--- config.mk ---
export PLATFORM = sky130hd
export DESIGN_NAME = elevator_call_dispatcher
export DESIGN_NICKNAME = d
export VERILOG_FILES = /design/src/ecd_pkg.sv /design/src/ecd_front.sv /design/src/ecd_queue.sv /design/src/ecd_back.sv /design/src/elevator_call_dispatcher.sv
export SDC_FILE = /design/constraint.sdc
export NUM_CORES = 1
export LEC_CHECK = 0
export BUFFER_PORTS_ARGS = -buffer_cell sky130_fd_sc_hd__buf_2
export CAP_MARGIN = 20
export CORE_MARGIN = 3
export CORE_UTILIZATION = 55
export DETAILED_ROUTE_END_ITERATION = 10
export PLACE_DENSITY = 0.74
export SLEW_MARGIN = 25
export SYNTH_ARGS = -nofsm -noshare
export SYNTH_HDL_FRONTEND = slang
export SYNTH_SLANG_ARGS = --single-unit
--- constraint.sdc ---
create_clock -name clk -period 9.7 [get_ports clk]
set_input_delay 0.97 -clock clk [delete_from_list [all_inputs] [get_ports clk]]
set_output_delay 0.97 -clock clk [all_outputs]
set_load 0.02 [all_outputs]
--- src/ecd_pkg.sv ---
// Shared types, codes and widths of the elevator call dispatcher.
package ecd_pkg;

  // Field widths of the event and command beats.
  localparam int ACTION_W  = 3;
  localparam int FLOOR_W   = 4;
  localparam int COMMAND_W = 3;

  // Default number of floors and depth of the command queue.
  localparam int FLOORS_DEF  = 16;
  localparam int QUEUE_DEPTH = 2;

  // Event codes.
  localparam logic [ACTION_W-1:0] ACT_EXT_CALL    = 3'd0;
  localparam logic [ACTION_W-1:0] ACT_INT_CALL    = 3'd1;
  localparam logic [ACTION_W-1:0] ACT_SENSOR      = 3'd2;
  localparam logic [ACTION_W-1:0] ACT_DOOR_OPENED = 3'd3;
  localparam logic [ACTION_W-1:0] ACT_DOOR_CLOSED = 3'd4;
  localparam logic [ACTION_W-1:0] ACT_DOOR_EXPIRY = 3'd5;

  // Command codes.
  localparam logic [COMMAND_W-1:0] CMD_UP    = 3'd0;
  localparam logic [COMMAND_W-1:0] CMD_DOWN  = 3'd1;
  localparam logic [COMMAND_W-1:0] CMD_STOP  = 3'd2;
  localparam logic [COMMAND_W-1:0] CMD_OPEN  = 3'd3;
  localparam logic [COMMAND_W-1:0] CMD_CLOSE = 3'd4;

  // Commands caused by one event, in order; count runs from zero to two.
  typedef struct packed {
    logic [1:0]           count;
    logic [COMMAND_W-1:0] first;
    logic [COMMAND_W-1:0] second;
  } ecd_cmds_t;

endpackage

--- src/ecd_front.sv ---
// Front end: accepts events, updates the car state and forms the commands.
module ecd_front #(
  parameter int FLOORS = ecd_pkg::FLOORS_DEF
) (
  input  logic                            clk,
  input  logic                            rst,
  input  logic                            fire,
  input  logic [ecd_pkg::ACTION_W-1:0]    action,
  input  logic [ecd_pkg::FLOOR_W-1:0]     floor,
  output logic                            push,
  output ecd_pkg::ecd_cmds_t              cmds
);

  logic [ecd_pkg::FLOOR_W-1:0] current_floor, current_floor_next;
  logic [ecd_pkg::FLOOR_W-1:0] target_floor, target_floor_next;
  logic                        target_valid, target_valid_next;
  logic [FLOORS-1:0]           pending_floors, pending_floors_next;
  logic                        more_pending, more_pending_next;
  logic                        moved_since_call, moved_since_call_next;
  logic                        door_waiting, door_waiting_next;

  logic [FLOORS-1:0]           floor_onehot;
  logic [FLOORS-1:0]           pending_set;
  logic                        floor_ok;
  logic                        ignored;
  logic [ecd_pkg::FLOOR_W-1:0] high_idx, low_idx;
  logic                        low_found;
  logic                        dir_valid;
  logic [ecd_pkg::COMMAND_W-1:0] dir_cmd;
  logic                        a_valid, b_valid;
  logic [ecd_pkg::COMMAND_W-1:0] a_cmd, b_cmd;

  // Highest set bit; the index wraps to the floor field width.
  function automatic logic [ecd_pkg::FLOOR_W-1:0] highest(input logic [FLOORS-1:0] v);
    logic [ecd_pkg::FLOOR_W-1:0] idx;
    idx = '0;
    for (int i = 0; i < FLOORS; i++) begin
      if (v[i]) begin
        idx = ecd_pkg::FLOOR_W'(i);
      end
    end
    return idx;
  endfunction

  // Lowest set bit; the index wraps to the floor field width.
  function automatic logic [ecd_pkg::FLOOR_W-1:0] lowest(input logic [FLOORS-1:0] v);
    logic [ecd_pkg::FLOOR_W-1:0] idx;
    idx = '0;
    for (int i = FLOORS - 1; i >= 0; i--) begin
      if (v[i]) begin
        idx = ecd_pkg::FLOOR_W'(i);
      end
    end
    return idx;
  endfunction

  // Floor decode; a floor past the top of the building selects no bit.
  assign floor_onehot = {{(FLOORS-1){1'b0}}, 1'b1} << floor;
  assign floor_ok     = (32'(floor) < 32'(FLOORS));
  assign pending_set  = pending_floors | floor_onehot;
  assign high_idx     = highest(pending_set);
  assign low_idx      = lowest(pending_floors);
  assign low_found    = |pending_floors;

  // While the door wait runs only its expiry counts; otherwise expiry and
  // the unused codes are dropped.
  assign ignored = door_waiting ? (action != ecd_pkg::ACT_DOOR_EXPIRY)
                                : (action >= ecd_pkg::ACT_DOOR_EXPIRY);

  // Next state of the car.
  always_comb begin
    current_floor_next    = current_floor;
    target_floor_next     = target_floor;
    target_valid_next     = target_valid;
    pending_floors_next   = pending_floors;
    more_pending_next     = more_pending;
    moved_since_call_next = moved_since_call;
    door_waiting_next     = door_waiting;
    a_valid               = 1'b0;
    a_cmd                 = ecd_pkg::CMD_STOP;
    unique case (action)
      ecd_pkg::ACT_EXT_CALL: begin
        if (floor_ok) begin
          pending_floors_next = pending_set;
          if (!target_valid || (!more_pending && moved_since_call)) begin
            moved_since_call_next = 1'b0;
            target_floor_next     = floor;
            target_valid_next     = 1'b1;
          end
        end
      end
      ecd_pkg::ACT_INT_CALL: begin
        if (floor_ok) begin
          pending_floors_next = pending_set;
          target_floor_next   = high_idx;
          target_valid_next   = 1'b1;
        end
      end
      ecd_pkg::ACT_SENSOR: begin
        moved_since_call_next = 1'b1;
        current_floor_next    = floor;
        if (target_valid && floor == target_floor) begin
          pending_floors_next = pending_floors & ~floor_onehot;
          door_waiting_next   = 1'b1;
        end
      end
      ecd_pkg::ACT_DOOR_OPENED: begin
        a_valid = 1'b1;
        a_cmd   = ecd_pkg::CMD_CLOSE;
      end
      ecd_pkg::ACT_DOOR_EXPIRY: begin
        door_waiting_next = 1'b0;
        more_pending_next = low_found;
        if (low_found) begin
          target_floor_next = low_idx;
          target_valid_next = 1'b1;
        end
      end
      default: begin
      end
    endcase
  end

  // Direction toward the target, from the updated state.
  assign dir_valid = target_valid_next && (current_floor_next != target_floor_next);
  assign dir_cmd   = (current_floor_next < target_floor_next) ? ecd_pkg::CMD_UP
                                                              : ecd_pkg::CMD_DOWN;

  // Command list: an optional leading command, then an optional second one.
  always_comb begin
    b_valid = more_pending_next && dir_valid;
    b_cmd   = dir_cmd;
    cmds    = '0;
    if (action == ecd_pkg::ACT_SENSOR && door_waiting_next) begin
      cmds.count  = 2'd2;
      cmds.first  = ecd_pkg::CMD_STOP;
      cmds.second = ecd_pkg::CMD_OPEN;
    end else begin
      priority if ((action == ecd_pkg::ACT_EXT_CALL || action == ecd_pkg::ACT_INT_CALL)
                   && floor_ok) begin
        if (dir_valid) begin
          cmds.count  = b_valid ? 2'd2 : 2'd1;
          cmds.first  = dir_cmd;
          cmds.second = dir_cmd;
        end
      end else if (a_valid) begin
        cmds.count  = b_valid ? 2'd2 : 2'd1;
        cmds.first  = a_cmd;
        cmds.second = b_cmd;
      end else if (b_valid) begin
        cmds.count = 2'd1;
        cmds.first = b_cmd;
      end else begin
        cmds.count = 2'd0;
      end
    end
  end

  assign push = fire && !ignored && (cmds.count != 2'd0);

  // State registers.
  always_ff @(posedge clk) begin
    if (rst) begin
      current_floor    <= '0;
      target_floor     <= '0;
      target_valid     <= 1'b0;
      pending_floors   <= '0;
      more_pending     <= 1'b0;
      moved_since_call <= 1'b0;
      door_waiting     <= 1'b0;
    end else if (fire && !ignored) begin
      current_floor    <= current_floor_next;
      target_floor     <= target_floor_next;
      target_valid     <= target_valid_next;
      pending_floors   <= pending_floors_next;
      more_pending     <= more_pending_next;
      moved_since_call <= moved_since_call_next;
      door_waiting     <= door_waiting_next;
    end
  end

endmodule

--- src/ecd_queue.sv ---
// Short queue of command pairs between the front end and the back end.
module ecd_queue #(
  parameter int DEPTH = ecd_pkg::QUEUE_DEPTH
) (
  input  logic               clk,
  input  logic               rst,
  input  logic               push,
  input  ecd_pkg::ecd_cmds_t push_data,
  input  logic               pop,
  output logic               full,
  output logic               head_valid,
  output ecd_pkg::ecd_cmds_t head_data
);

  localparam int PTR_W = (DEPTH > 1) ? $clog2(DEPTH) : 1;
  localparam int CNT_W = $clog2(DEPTH + 1);

  ecd_pkg::ecd_cmds_t entries [DEPTH];
  logic [PTR_W-1:0]   wr_ptr, rd_ptr;
  logic [CNT_W-1:0]   fill;

  assign full       = (fill == CNT_W'(DEPTH));
  assign head_valid = (fill != '0);
  assign head_data  = entries[rd_ptr];

  // Pointers and fill level.
  always_ff @(posedge clk) begin
    if (rst) begin
      wr_ptr <= '0;
      rd_ptr <= '0;
      fill   <= '0;
    end else begin
      if (push) begin
        wr_ptr <= (wr_ptr == PTR_W'(DEPTH - 1)) ? '0 : wr_ptr + 1'b1;
      end
      if (pop) begin
        rd_ptr <= (rd_ptr == PTR_W'(DEPTH - 1)) ? '0 : rd_ptr + 1'b1;
      end
      if (push && !pop) begin
        fill <= fill + 1'b1;
      end else if (pop && !push) begin
        fill <= fill - 1'b1;
      end
    end
  end

  // Entry storage.
  always_ff @(posedge clk) begin
    if (push) begin
      entries[wr_ptr] <= push_data;
    end
  end

endmodule

--- src/ecd_back.sv ---
// Back end: turns queued command pairs into output beats.
module ecd_back (
  input  logic                              clk,
  input  logic                              rst,
  input  logic                              head_valid,
  input  ecd_pkg::ecd_cmds_t                head_data,
  output logic                              pop,
  output logic                              m_tvalid,
  input  logic                              m_tready,
  output logic [ecd_pkg::COMMAND_W-1:0]     command,
  output logic                              last
);

  logic                          hold_valid;
  logic [ecd_pkg::COMMAND_W-1:0] hold_cmd;
  logic                          load;

  // The output register takes a new beat when empty or being drained.
  assign load = !m_tvalid || m_tready;
  assign pop  = load && !hold_valid && head_valid;

  // Control: output valid and the held second command.
  always_ff @(posedge clk) begin
    if (rst) begin
      m_tvalid   <= 1'b0;
      hold_valid <= 1'b0;
    end else if (load) begin
      if (hold_valid) begin
        m_tvalid   <= 1'b1;
        hold_valid <= 1'b0;
      end else if (head_valid) begin
        m_tvalid   <= 1'b1;
        hold_valid <= (head_data.count == 2'd2);
      end else begin
        m_tvalid <= 1'b0;
      end
    end
  end

  // Payload of the output beat and the held command.
  always_ff @(posedge clk) begin
    if (load) begin
      if (hold_valid) begin
        command <= hold_cmd;
        last    <= 1'b1;
      end else if (head_valid) begin
        command  <= head_data.first;
        last     <= (head_data.count == 2'd1);
        hold_cmd <= head_data.second;
      end
    end
  end

endmodule

--- src/elevator_call_dispatcher.sv ---
// Top level of the elevator call dispatcher for one car.
//
// Usage: events enter on the slave stream (s_*), one per beat: the event
// kind in s_tuser and the floor in s_tdata. Commands leave on the master
// stream (m_*), one per beat, with tlast on the final command of an event.
// An event causes zero, one or two commands; events that cause none, and
// events ignored during the door wait, leave nothing on the output.
// The first command of an event passes from the queue into the output
// register. Throughput: one event per cycle on the input while the queue
// is not full, one command per cycle on the output while m_tready is
// high; the two commands of an event leave the single output port one
// after the other. A two-entry queue of command pairs separates the
// state update from the output register.
// When the receiver stalls, commands wait in the output register and the
// queue; s_tready drops only while the queue is full.
// Reset (synchronous, active high) clears the car state, empties the queue
// and drops m_tvalid; s_tready is high in the first cycle after reset.
module elevator_call_dispatcher #(
  parameter int FLOORS = ecd_pkg::FLOORS_DEF
) (
  input  logic       clk,
  input  logic       rst,
  input  logic       s_tvalid,
  output logic       s_tready,
  input  logic [7:0] s_tdata,   // [3:0] floor, [7:4] zero
  input  logic [2:0] s_tuser,   // [2:0] action
  output logic       m_tvalid,
  input  logic       m_tready,
  output logic [7:0] m_tdata,   // [2:0] command, [7:3] zero
  output logic       m_tlast    // last command of the event
);

  logic                          fire;
  logic                          push;
  logic                          full;
  logic                          pop;
  logic                          head_valid;
  ecd_pkg::ecd_cmds_t            cmds;
  ecd_pkg::ecd_cmds_t            head_data;
  logic [ecd_pkg::COMMAND_W-1:0] command;

  assign s_tready = !full;
  assign fire     = s_tvalid && s_tready;
  assign m_tdata  = {(8 - ecd_pkg::COMMAND_W)'(0), command};

  // State update and command forming.
  ecd_front #(.FLOORS(FLOORS)) u_front (
    .clk    (clk),
    .rst    (rst),
    .fire   (fire),
    .action (s_tuser),
    .floor  (s_tdata[ecd_pkg::FLOOR_W-1:0]),
    .push   (push),
    .cmds   (cmds)
  );

  // Queue of command pairs.
  ecd_queue #(.DEPTH(ecd_pkg::QUEUE_DEPTH)) u_queue (
    .clk        (clk),
    .rst        (rst),
    .push       (push),
    .push_data  (cmds),
    .pop        (pop),
    .full       (full),
    .head_valid (head_valid),
    .head_data  (head_data)
  );

  // Output beats.
  ecd_back u_back (
    .clk        (clk),
    .rst        (rst),
    .head_valid (head_valid),
    .head_data  (head_data),
    .pop        (pop),
    .m_tvalid   (m_tvalid),
    .m_tready   (m_tready),
    .command    (command),
    .last       (m_tlast)
  );

endmodule

==> out/results.ini <==
[run_status]
status = complete, no violations

[synthesis]
synth_top_family_by_area = simple AND/OR/NAND/NOR gates
synth_edf_count = 18
synthArstFlopShare_pct = 0
synthCells = 366
synth_cell_type_count = 60
syn_area_per_cell_um2 = 8.61
synth_fa_ha_area_share_pct = 2.38
yosysWarnings = 0
synth_compound_area_share_pct = 22.9
synthMuxAreaShare_pct = 2.98
ys_ff_latch = 53
synthSimpleGateAreaFrac_pct = 24.0
synth-xor-area-share_pct = 2.22
synth_ff_type = dfxtp_1
syn_area_um2 = 3150
ys_seq_area_share_pct = 39.4

[pwr]
irDropWorstVdd_mv = 0.107
power.density_nw_per_um2 = 171
p_leak_uw = 0.00113

[timing]
hold_viol = 0
fmax_mhz = 201
period_needed_ns = 4.96
fin_ws_ns = 4.74
final_max_slew_viol_count = 0
tightest_slew_ns = 0.819
fin_crit_sh_pct = 51.2
setup_tns_ns = 0
finalClockSkew_ns = 0.00647
slew_headroom_pct = 45.2
final-setup-viol-count = 0
rsz0062_at_grt = false

[cells_and_area]
final_cell_count_no_fill = 434
fin_area_um2 = 3280
regArea_um2 = 1240
fin_nets = 384
area_growth_syn_to_layout_pct = 4.17
drive_gt1_share_pct = 10.2
diodes = 0
fillerInstances = 476
multi_input_area_um2 = 1740

[critical_path]
crit_slowest_cell = a2111oi_0
critical_path_peak_fanout = 19
reg2reg_depth = 16
crit_arrival_ns = 5.21
cp-start-kind = input pin
path_cells = buf_2, nand3b_1, o21ai_0, a2111oi_0, a211o_1, nand3_1, ha_1, nand4_1, and2_1, ha_1, or3_1, o21ai_0, a31oi_1, ha_1, or3_1, a21oi_1
r2r-end = u_queue.fill[1]
critical_path.endpoint_type = flop
required_ns = 9.95
reg2reg_slack_ns = 5.11
path_class = in -> reg
cp_slowest_stage_delay_ns = 0.52
crit_path_frequent_cell = ha_1

[clock_network]
cts-root-buf = clkbuf_8
clk_pin_slew_ns = 0.10
cts-resized-gates = 0
clock_path_buffers = 2
cts_tree = yes
h-tree-depth = 2
post-cts-setup-buffers = 0
postCtsHoldBufs = 0
clk_latency_ns = 0.32
cts.sinks = 53
cts_buffers = 5

[grt]
overflow = 0
grt-busiest-layer = met1
grtUsageMet3_pct = 3.73
antenna_found_initial = 0
grt_first_pass_wirelength_um = 12400
use_met1_pct = 36.3
grt_pass1_vias = 2483
use_met2_pct = 35.1
grtUsageTotal_pct = 24.2
grt_max_degree = 36

[floorplanning]
pin_count = 26
fp.coreArea_um2 = 5340
die_h_um = 81.7
start_util_pct = 59.1
rows = 26
die_w_um = 81.7
die-area_um2 = 6680

[placed_design]
pre_cts_slack_ns = 4.51
port_buffers = 16
gp_congestion = 0.945
dp_hpwl_um = 5310
dp_cells = 426
dpl_cell_area_um2 = 3190

[worst_hold_path]
min_from = u_front.door_waiting
holdPathEnd = u_front.door_waiting
hold_path_depth = 2
hp-class = reg -> reg

[detailed_routing]
ant_nets = 0
routed_via_density = 6.41
vias = 2780
drt_iter0_drc = 209
drc = 0
drt_wl_total_um = 7410
first_pass_iters = 5
wl_per_cell_um = 17.1

[job]
drv_cap = 0

cells in the mapped netlist, types with 2 or more instances:
cell type / n / area [um^2]
a211o_1: 3 / 26.3
a211oi_1: 13 / 97.6
a21oi_1: 24 / 120
a221oi_1: 3 / 26.3
a22oi_1: 4 / 30.0
a311oi_1: 10 / 87.6
a31oi_1: 5 / 31.3
and2_1: 5 / 31.3
and3_1: 5 / 31.3
buf_2: 7 / 35.0
buf_4: 5 / 37.5
clkbuf_1: 16 / 60.1
dfxtp_1: 35 / 701
edfxtp_1: 18 / 541
ha_1: 6 / 75.1
inv_1: 10 / 37.5
mux2_2: 3 / 33.8
mux2i_1: 6 / 60.1
nand2_1: 23 / 86.3
nand2b_1: 7 / 43.8
nand3_1: 3 / 15.0
nand3b_1: 3 / 22.5
nand4_1: 4 / 25.0
nor2_1: 50 / 188
nor2b_1: 6 / 37.5
nor3_1: 11 / 55.1
nor3_2: 2 / 20.0
nor3b_1: 4 / 30.0
nor4_1: 9 / 56.3
nor4_2: 2 / 25.0
o211ai_1: 3 / 22.5
o21ai_0: 21 / 105
o221ai_1: 2 / 17.5
o31ai_1: 2 / 15.0
or3_1: 5 / 31.3
xnor2_1: 3 / 26.3
xor2_1: 5 / 43.8
worst max-delay path by stage:
stage                          start         endpoint  slack [ns]  depth (start not counted)
after floorplan           s_tdata[2]  u_queue.fill[1]        5.11                         16
after global placement    s_tdata[3]  u_queue.fill[1]        4.53                         16
after detailed placement  s_tdata[3]  u_queue.fill[1]        4.51                         16
after CTS                 s_tdata[3]  u_queue.fill[1]        4.83                         16
after global routing      s_tdata[3]  u_queue.fill[1]        4.46                         16
final                     s_tdata[3]  u_queue.fill[1]        4.74                         16
layout make-up:
type	count	share of cell area, %
multi-input combinational	276	53.0
sequential	53	37.8
tap	70	2.67
timing repair buffer	16	2.44
clock buffer	5	2.10
inverter	11	1.26
clock inverter	3	0.762
through the flow:
stage | util [%] | hold WS (ns) | total power, uW
CTS | 61.5 | 0.505 | 564
global route | 61.6 | 0.521 | 594
finish | 61.6 | 0.505 | 562
floorplan | - | 0.466 | 399
detailed placement | 59.8 | 0.491 | 434
global placement | 59.8 | 0.481 | 429
metal layers:
layer | vias up | part of all wire, %
li1 | 1345 | -
met1 | 1305 | 47
met2 | 117 | 44
met3 | 13 | 7.3
met4 | 0 | 1.6
met5 | - | 0
placed cells by master, fill, tap and decap left out, types with 3 or more instances in the layout:
master and instances:
a211o_1 3, a211oi_1 13, a21oi_1 24, a221oi_1 3, a22oi_1 4, a311oi_1 10
a31oi_1 5, and2_1 5, and3_1 5, buf_2 16, clkbuf_8 5, conb_1 5
dfxtp_1 35, edfxtp_1 18, ha_1 6, inv_1 10, mux2_2 3, mux2i_1 6
nand2_1 23, nand2b_1 7, nand3_1 3, nand3b_1 3, nand4_1 4, nor2_1 49
nor2b_1 6, nor3_1 11, nor3b_1 4, nor4_1 9, o211ai_1 3, o21ai_0 21
or3_1 5, xnor2_1 3, xor2_1 5
cell families (layout without fill, tap and decap cells):
logic type,after synthesis,count (layout)
flops,53,53
simple gates,144,144
xor+xnor,8,8
fa+ha+maj,6,6
other cells,1,5
mux,9,9
buf+inv,41,35
compound gates,104,104
power by group:
| group | switching, uW | total (uW) | internal [uW] | leakage (uW) |
|---|---|---|---|---|
| Sequential | 17.8 | 280 | 262 | 0.000453 |
| Combinational | 96.3 | 150 | 53.9 | 0.000635 |
| Clock | 78.8 | 132 | 52.8 | 0.0000466 |
| Total | 193 | 562 | 369 | 0.00113 |
critical path: cells and delay by family:
family                   cells  cell delay, ns
buffers and inverters        1            0.30
AO/OA/AOI/OAI                6            1.31
adder cells (fa/ha/maj)      3            1.02
AND/OR/NAND/NOR              6            1.59
No activity file was read; power rests on OpenSTA's default activity.
